File: config.mk
export PLATFORM = sky130hd
export DESIGN_NAME = second_order_lowpass_biquad
export DESIGN_NICKNAME = d
export VERILOG_FILES = /design/src/hdl/lpbq_pkg.sv /design/src/hdl/second_order_lowpass_biquad.sv
export SDC_FILE = /design/constraint.sdc
export NUM_CORES = 2
export LEC_CHECK = 0
export BUFFER_PORTS_ARGS = -buffer_cell sky130_fd_sc_hd__buf_2
export CAP_MARGIN = 25
export CORE_MARGIN = 1.5
export CORE_UTILIZATION = 49
export DETAILED_ROUTE_END_ITERATION = 16
export HOLD_SLACK_MARGIN = 0.08
export PLACE_DENSITY_LB_ADDON = 0.05
export SYNTH_ARGS = -nofsm -noshare
export SYNTH_HDL_FRONTEND = slang
export SYNTH_SLANG_ARGS = --single-unit
File: constraint.sdc
create_clock -name clk -period 8.11 [get_ports clk]
set_clock_uncertainty 0.1 [all_clocks]
set_input_delay 1.2165 -clock clk [delete_from_list [all_inputs] [get_ports clk]]
set_output_delay 1.2165 -clock clk [all_outputs]
set_load 0.05 [all_outputs]
File: src/hdl/lpbq_pkg.sv
package lpbq_pkg;

  localparam int SAMPLE_WIDTH = 32;

  localparam int IO_WIDTH   = 32;
  localparam int COEF_WIDTH = 32;
  localparam int GAIN_WIDTH = 31;

  // multiplier operand A is split into a 16-bit low half and a signed high half
  localparam int OPA_W = (SAMPLE_WIDTH > IO_WIDTH) ? SAMPLE_WIDTH : IO_WIDTH;
  localparam int MA_W  = OPA_W - 15;
  localparam int MP_W  = MA_W + COEF_WIDTH;
  localparam int ACC_W = OPA_W + COEF_WIDTH + 1;
  localparam int OUT_W = (SAMPLE_WIDTH < IO_WIDTH) ? SAMPLE_WIDTH : IO_WIDTH;

  localparam int COEF_SHIFT  = 30;
  localparam int PRIME_SHIFT = 16;

  localparam int N_PROD     = 5;
  localparam int STEP_W     = 4;
  localparam int MUL_END    = 2 * N_PROD;
  localparam int RUN_LAST   = 2 * N_PROD + 2;
  localparam int W_READY    = 6;
  localparam int PRIME_LAST = 3;

  typedef enum logic [2:0] {
    REG_B0   = 3'd0,
    REG_B1   = 3'd1,
    REG_B2   = 3'd2,
    REG_A1   = 3'd3,
    REG_A2   = 3'd4,
    REG_GAIN = 3'd5
  } reg_index_t;

  typedef enum logic [2:0] {
    PROD_A1 = 3'd0,
    PROD_A2 = 3'd1,
    PROD_B1 = 3'd2,
    PROD_B2 = 3'd3,
    PROD_B0 = 3'd4
  } prod_index_t;

  localparam logic OP_PRIME = 1'b1;

endpackage

File: src/hdl/second_order_lowpass_biquad.sv
// Direct Form II low-pass biquad, Q16.16 samples, Q2.30 coefficients. One sample
// is taken when s_tready is high; no new sample is taken until the result of the
// current one has been loaded into the output register, and a prime request
// (tuser bit set) adds a prime sequence first. A single 17x32 multiplier (wider for
// larger SAMPLE_WIDTH) forms each of the five products as a low half and then a
// high half. The user must write coefficients through cfg_we/cfg_index/cfg_data
// only while the block is idle, which the block does not enforce; the result waits
// in an output register, so the next sample is accepted while it is still pending.
module second_order_lowpass_biquad (
  input  logic        clk,
  input  logic        rst,
  input  logic        s_tvalid,
  output logic        s_tready,
  input  logic [31:0] s_tdata,   // [31:0] sample_in
  input  logic [0:0]  s_tuser,   // [0] opcode
  output logic        m_tvalid,
  input  logic        m_tready,
  output logic [31:0] m_tdata,   // [31:0] sample_out
  input  logic        cfg_we,
  input  logic [2:0]  cfg_index,
  input  logic [31:0] cfg_data
);

  localparam int SW    = lpbq_pkg::SAMPLE_WIDTH;
  localparam int OPA_W = lpbq_pkg::OPA_W;
  localparam int MA_W  = lpbq_pkg::MA_W;
  localparam int MP_W  = lpbq_pkg::MP_W;
  localparam int ACC_W = lpbq_pkg::ACC_W;
  localparam int OUT_W = lpbq_pkg::OUT_W;
  localparam int STEP_W = lpbq_pkg::STEP_W;
  localparam int W_READY_STEP = lpbq_pkg::W_READY;

  localparam logic signed [ACC_W-1:0] SW_MAX = {{(ACC_W-SW+1){1'b0}}, {(SW-1){1'b1}}};
  localparam logic signed [ACC_W-1:0] SW_MIN = ~SW_MAX;
  localparam logic signed [ACC_W-1:0] OW_MAX = {{(ACC_W-OUT_W+1){1'b0}}, {(OUT_W-1){1'b1}}};
  localparam logic signed [ACC_W-1:0] OW_MIN = ~OW_MAX;

  typedef enum logic [1:0] {IDLE, PRIME, RUN} state_t;

  function automatic logic signed [SW-1:0] sat_sw(input logic signed [ACC_W-1:0] v);
    if (v > SW_MAX) begin
      return SW_MAX[SW-1:0];
    end else if (v < SW_MIN) begin
      return SW_MIN[SW-1:0];
    end
    return v[SW-1:0];
  endfunction

  function automatic logic signed [OUT_W-1:0] sat_ow(input logic signed [ACC_W-1:0] v);
    if (v > OW_MAX) begin
      return OW_MAX[OUT_W-1:0];
    end else if (v < OW_MIN) begin
      return OW_MIN[OUT_W-1:0];
    end
    return v[OUT_W-1:0];
  endfunction

  state_t                    state;
  logic [STEP_W-1:0]         step;
  logic                      opcode;
  logic signed [31:0]        sample;
  logic signed [31:0]        coef_b0, coef_b1, coef_b2, coef_a1, coef_a2;
  logic [30:0]               inverse_dc_gain;
  logic signed [SW-1:0]      delay_one, delay_two, w0;
  logic signed [MP_W-1:0]    mreg;
  logic signed [ACC_W-1:0]   prod, wacc, yacc;

  logic signed [OPA_W-1:0]   opa;
  logic signed [31:0]        mb;
  logic signed [MA_W-1:0]    ma;
  logic signed [MP_W-1:0]    mul_out;
  logic signed [ACC_W-1:0]   prod_sum, term;
  logic signed [OUT_W-1:0]   y_sat;
  logic                      mul_en, sum_en, acc_en, finish, load_out;
  lpbq_pkg::prod_index_t     pidx;

  assign s_tready = (state == IDLE);

  always_comb begin
    pidx = lpbq_pkg::prod_index_t'(step[STEP_W-1:1]);
    opa  = OPA_W'(sample);
    mb   = signed'({1'b0, inverse_dc_gain});
    if (state == RUN) begin
      case (pidx)
        lpbq_pkg::PROD_A1: begin opa = OPA_W'(delay_one); mb = coef_a1; end
        lpbq_pkg::PROD_A2: begin opa = OPA_W'(delay_two); mb = coef_a2; end
        lpbq_pkg::PROD_B1: begin opa = OPA_W'(delay_one); mb = coef_b1; end
        lpbq_pkg::PROD_B2: begin opa = OPA_W'(delay_two); mb = coef_b2; end
        default:           begin opa = OPA_W'(w0);        mb = coef_b0; end
      endcase
    end
  end

  assign ma = step[0] ? signed'({opa[OPA_W-1], opa[OPA_W-1:16]})
                      : signed'({{(MA_W-16){1'b0}}, opa[15:0]});
  assign mul_out  = ma * mb;
  assign prod_sum = prod + (ACC_W'(mreg) <<< 16);
  assign term     = (state == PRIME) ? (prod >>> lpbq_pkg::PRIME_SHIFT)
                                     : (prod >>> lpbq_pkg::COEF_SHIFT);
  assign y_sat    = sat_ow(yacc);

  assign mul_en = (state == PRIME && step < STEP_W'(2)) ||
                  (state == RUN && step < STEP_W'(lpbq_pkg::MUL_END));
  assign sum_en = (state == PRIME && step == STEP_W'(2)) ||
                  (state == RUN && !step[0] && step >= STEP_W'(2) &&
                   step <= STEP_W'(lpbq_pkg::MUL_END));
  assign acc_en = state == RUN && step[0] && step >= STEP_W'(3) &&
                  step <= STEP_W'(lpbq_pkg::MUL_END + 1);
  assign finish = state == RUN && step == STEP_W'(lpbq_pkg::RUN_LAST);
  assign load_out = finish && (!m_tvalid || m_tready);

  always_ff @(posedge clk) begin
    if (rst) begin
      coef_b0         <= '0;
      coef_b1         <= '0;
      coef_b2         <= '0;
      coef_a1         <= '0;
      coef_a2         <= '0;
      inverse_dc_gain <= 31'd65536;
    end else if (cfg_we) begin
      unique case (cfg_index)
        lpbq_pkg::REG_B0:   coef_b0 <= cfg_data;
        lpbq_pkg::REG_B1:   coef_b1 <= cfg_data;
        lpbq_pkg::REG_B2:   coef_b2 <= cfg_data;
        lpbq_pkg::REG_A1:   coef_a1 <= cfg_data;
        lpbq_pkg::REG_A2:   coef_a2 <= cfg_data;
        lpbq_pkg::REG_GAIN: inverse_dc_gain <= cfg_data[30:0];
        default: ;
      endcase
    end
  end

  always_ff @(posedge clk) begin
    if (mul_en) begin
      mreg <= mul_out;
      if (step[0]) begin
        prod <= ACC_W'(mreg);
      end
    end
    if (sum_en) begin
      prod <= prod_sum;
    end
  end

  always_ff @(posedge clk) begin
    if (rst) begin
      state     <= IDLE;
      step      <= '0;
      m_tvalid  <= 1'b0;
      delay_one <= '0;
      delay_two <= '0;
    end else begin
      m_tvalid <= load_out || (m_tvalid && !m_tready);
      unique case (state)
        IDLE: begin
          if (s_tvalid) begin
            sample <= s_tdata;
            opcode <= s_tuser[0];
            wacc   <= ACC_W'(signed'(s_tdata));
            yacc   <= '0;
            step   <= '0;
            state  <= (s_tuser[0] == lpbq_pkg::OP_PRIME) ? PRIME : RUN;
          end
        end
        PRIME: begin
          if (step == STEP_W'(lpbq_pkg::PRIME_LAST)) begin
            delay_one <= sat_sw(term);
            delay_two <= sat_sw(term);
            step      <= '0;
            state     <= RUN;
          end else begin
            step <= step + 1'b1;
          end
        end
        RUN: begin
          if (acc_en) begin
            if (step < STEP_W'(W_READY_STEP)) begin
              wacc <= wacc - term;
            end else begin
              yacc <= yacc + term;
            end
          end
          if (step == STEP_W'(W_READY_STEP)) begin
            w0 <= (wacc > SW_MAX || wacc < SW_MIN) ? sat_sw(ACC_W'(sample)) : wacc[SW-1:0];
          end
          if (finish) begin
            if (load_out) begin
              m_tdata   <= 32'(y_sat);
              delay_two <= delay_one;
              delay_one <= w0;
              state     <= IDLE;
            end
          end else begin
            step <= step + 1'b1;
          end
        end
        default: state <= IDLE;
      endcase
    end
  end

  a_busy_after_accept: assert property (@(posedge clk) disable iff (rst)
    s_tvalid && s_tready |=> !s_tready)
    else $error("accepted a second sample while busy");

  a_prime_bounded: assert property (@(posedge clk) disable iff (rst)
    state == PRIME |-> step <= STEP_W'(lpbq_pkg::PRIME_LAST))
    else $error("prime sequence overran");

  a_result_from_run: assert property (@(posedge clk) disable iff (rst)
    $rose(m_tvalid) |-> $past(finish))
    else $error("result raised outside the final step");

  a_prime_enters_run: assert property (@(posedge clk) disable iff (rst)
    state == PRIME && step == STEP_W'(lpbq_pkg::PRIME_LAST) |=> state == RUN && step == '0)
    else $error("prime did not hand over to filter run");

  a_opcode_path: assert property (@(posedge clk) disable iff (rst)
    state == PRIME |-> opcode == lpbq_pkg::OP_PRIME)
    else $error("prime entered without prime opcode");

endmodule
==> impl_results.rst <==
.. list-table::
   :header-rows: 1

   * - Metric
     - Value
   * - Cell area after synthesis
     - 53500 µm²
   * - Number of placed cells counting well taps
     - 7465
   * - Post-DRT Antenna Nets
     - 0
   * - Summed negative setup slack over all endpoints
     - 0 ns
   * - Result of the run
     - finished, final reports clean
   * - Net Count, Synth
     - 6959
   * - Via density
     - 5.76
   * - Arrival time reported for the critical path endpoint
     - 8.05 ns
   * - Maximum number of pins on one net before global-route repair
     - 105
   * - Top library cells by usage in the layout, fill and taps aside
     - sky130_fd_sc_hd__nand2_1, sky130_fd_sc_hd__inv_1, sky130_fd_sc_hd__nor2_1
   * - DRC violation count after routing
     - 0
   * - Depth of the CTS H-tree
     - 3
   * - CP Class
     - flop to flop
   * - Initial antenna violation count
     - 6
   * - Final standard cell count with taps included and fillers excluded
     - 7618
   * - Post-Route Hold Slack
     - 0.352 ns
   * - Starting density of the core
     - 49.3%
   * - DIE AREA
     - 111000 µm²
   * - Max Root-Sink Buffers
     - 3
   * - Number of sinks driven by the clock tree
     - 586
   * - Largest stage delay on the critical path
     - 0.57 ns
   * - Fmax achieved
     - 129 MHz
   * - Port Buffers
     - 106
   * - Area of the core
     - 109000 µm²
   * - FFs w/ async S/R, synth
     - 0%
   * - Number of CTS-inserted buffers
     - 73
   * - Pre-CTS setup slack
     - 0.154 ns
   * - Global-route wire length before repair
     - 262000 µm
   * - Final-layout fill cell count
     - 10000
   * - Flop2flop setup slack
     - 0.35 ns
   * - Share of final-layout standard cells stronger than drive strength 1
     - 10.6%
   * - 1st-pass router iterations
     - 6
   * - Wire length per cell after detailed routing
     - 22.4 µm
   * - Worst-path cell with the longest stage delay
     - sky130_fd_sc_hd__fa_1
   * - Synth warnings
     - 0
   * - Average size of a mapped cell
     - 8.83 µm²
   * - Cell mode on critical path
     - sky130_fd_sc_hd__fa_1
   * - Number of synthesized flops with an enable pin
     - 324
   * - Transition time at the pin with the least slew margin
     - 1.14 ns
   * - Global placer's final weighted congestion
     - 0.966
   * - Worst Setup Start Kind
     - flop
   * - Horizontal extent of the die
     - 334 µm
   * - Post-layout nets
     - 7040
   * - Crit. End Element
     - flop
   * - Area added between synthesis and finish
     - 11.1%
   * - Worst setup margin
     - 0.349 ns
   * - Crit-path max FO
     - 16
   * - Via count
     - 43900
   * - Path type of the worst min-delay path
     - flop to flop
   * - CTS clock-pin slew for the worst setup and hold paths
     - 0.08 ns
   * - Count of final hold-check violations
     - 0
   * - Max-cap check violation count
     - 0
   * - Number of placed I/O pins
     - 107
   * - Top FF cell, synth
     - sky130_fd_sc_hd__edfxtp_1
   * - Clock latency on the worst-skew pair
     - 0.66 ns
   * - Final HPWL from detailed placement
     - 131000 µm
   * - Final wirelength
     - 171000 µm
   * - Cells after Synth
     - 6065
   * - Final setup vio count
     - 0
   * - Most common cell after layout, fill and taps aside
     - sky130_fd_sc_hd__nand2_1
   * - Standard-cell rows
     - 121
   * - Synthesized flop and latch total
     - 586
   * - Vertical extent of the die
     - 334 µm
   * - Period utilization
     - 95.7%
   * - Max-Slew Margin vs Limit
     - 21.9%
   * - Worst path required time
     - 8.40 ns
   * - Total global routing overflow
     - 0
   * - Final period demand of the worst path
     - 7.76 ns
   * - Via count of the first global-routing pass
     - 43700
   * - Fraction of the yosys area taken by sequential cells
     - 28.0%
   * - GRT Overall Usage
     - 30.8%
   * - DRT iter0 DRCs
     - 3598
   * - Root Driver
     - sky130_fd_sc_hd__clkbuf_16
   * - CTS tree
     - built
   * - Count of cell types in the netlist
     - 86
   * - Number of max-slew violations in the final report
     - 0
==> synthesized netlist by cell type, types with 21 or more instances <==
cell                       instances  area (µm²)
sky130_fd_sc_hd__edfxtp_1        324        9730
sky130_fd_sc_hd__a21oi_1         551        2760
sky130_fd_sc_hd__and2_1           29         181
sky130_fd_sc_hd__nor3_1           36         180
sky130_fd_sc_hd__nor4_1           21         131
sky130_fd_sc_hd__nor2b_1          57         357
sky130_fd_sc_hd__fa_1            525       10500
sky130_fd_sc_hd__o211ai_1         26         195
sky130_fd_sc_hd__xor2_1           69         604
sky130_fd_sc_hd__and3_1           22         138
sky130_fd_sc_hd__o21bai_1         42         315
sky130_fd_sc_hd__xnor2_1         135        1180
sky130_fd_sc_hd__nand2_1         927        3480
sky130_fd_sc_hd__mux2_2           74         833
sky130_fd_sc_hd__inv_1           690        2590
sky130_fd_sc_hd__mux2i_1          91         911
sky130_fd_sc_hd__a21o_1          139        1040
sky130_fd_sc_hd__nand4_1          82         513
sky130_fd_sc_hd__nand2b_1         58         363
sky130_fd_sc_hd__a211oi_1         94         706
sky130_fd_sc_hd__nor2_1          639        2400
sky130_fd_sc_hd__ha_1            296        3700
sky130_fd_sc_hd__buf_1            23        86.3
sky130_fd_sc_hd__dfxtp_1         262        5250
sky130_fd_sc_hd__nand3_1          50         250
sky130_fd_sc_hd__mux4_2           38         856
sky130_fd_sc_hd__o21ai_0         220        1100
sky130_fd_sc_hd__clkbuf_1        285        1070
sky130_fd_sc_hd__a31oi_1          30         188
sky130_fd_sc_hd__o21a_1           33         248
==> sequential cells by signal (all words and copies together) (netlist names), 32 cells and up <==
register,count
coef_a1,32
coef_a2,32
coef_b0,32
coef_b1,32
coef_b2,32
delay_one,32
delay_two,32
m_tdata,32
mreg,49
prod,49
sample,32
w0,32
wacc,65
yacc,65
==> worst max-delay path, delay by kind of cell, from the launching register on <==
kind | cells | cell delay, ns
compound gates | 10 | 1.72
xor+xnor | 1 | 0.08
fa+ha+maj | 7 | 3.46
buf+inv | 8 | 0.87
flops | 1 | 0.43
mux | 2 | 0.54
simple gates | 3 | 0.27
==> final cells by class <==
type / instances / area (µm²) / area share (%)
repair buffers: 325 / 2610 / 4.39
well taps: 1414 / 1770 / 2.97
inverters: 691 / 2590 / 4.36
clock inverters: 37 / 448 / 0.753
clock buffers: 93 / 2050 / 3.44
diodes: 3 / 7.51 / 0.0126
flip-flops and latches: 586 / 15000 / 25.2
multi-input cells: 4469 / 35000 / 58.9
==> layer usage <==
layer / wire length, µm / track usage, % / part of all wire, % / up-vias
met5: 8 / 0 / 0.0047 / -
met4: 8430 / 13.5 / 4.9 / 2
met3: 10200 / 3.88 / 6.0 / 299
met2: 77900 / 49.6 / 46 / 1387
met1: 74300 / 41.7 / 43 / 21800
li1: - / - / - / 20400
==> stage by stage <==
stage | cell area [µm²] | utilization (%)
floorplan | 53500 | -
global placement | 56600 | 52.1
detailed placement | 56600 | 52.1
CTS | 59100 | 54.4
global route | 59500 | 54.8
finish | 59500 | 54.8
==> what timing repair did <==
item                                    in CTS  in global routing
endpoints found under the setup margin       0                 16
hold buffers                                 0                  0
gates resized for setup                      0                 41
buffers inserted                             0                 17
==> kinds of logic (layout without fill, tap and decap cells) <==
family | count (synthesis) | in the layout | share of synthesized area, %
adder cells (fa/ha/maj) | 821 | 821 | 26.6
multiplexers | 203 | 203 | 4.86
other | 0 | 3 | 0
AND/OR/NAND/NOR | 1972 | 1972 | 15.6
XOR/XNOR | 204 | 204 | 3.34
flip-flops | 586 | 586 | 28.0
buffers and inverters | 1010 | 1146 | 7.11
AO/OA/AOI/OAI | 1269 | 1269 | 14.5
==> path summary, 6_finish.rpt <==
kind,cells after the start,from,to
hold reg to reg,2,coef_b1[26]$_SDFFE_PP0P_,coef_b1[26]$_SDFFE_PP0P_
setup / recovery,31,step[1]$_SDFFE_PP0P_,mreg[48]$_DFFE_PP_
hold / removal,2,coef_b1[26]$_SDFFE_PP0P_,coef_b1[26]$_SDFFE_PP0P_
setup reg to reg,31,step[1]$_SDFFE_PP0P_,mreg[48]$_DFFE_PP_
Power is not shown: default switching activity piles up to over one toggle a cycle in this logic, so the estimate is an artifact.
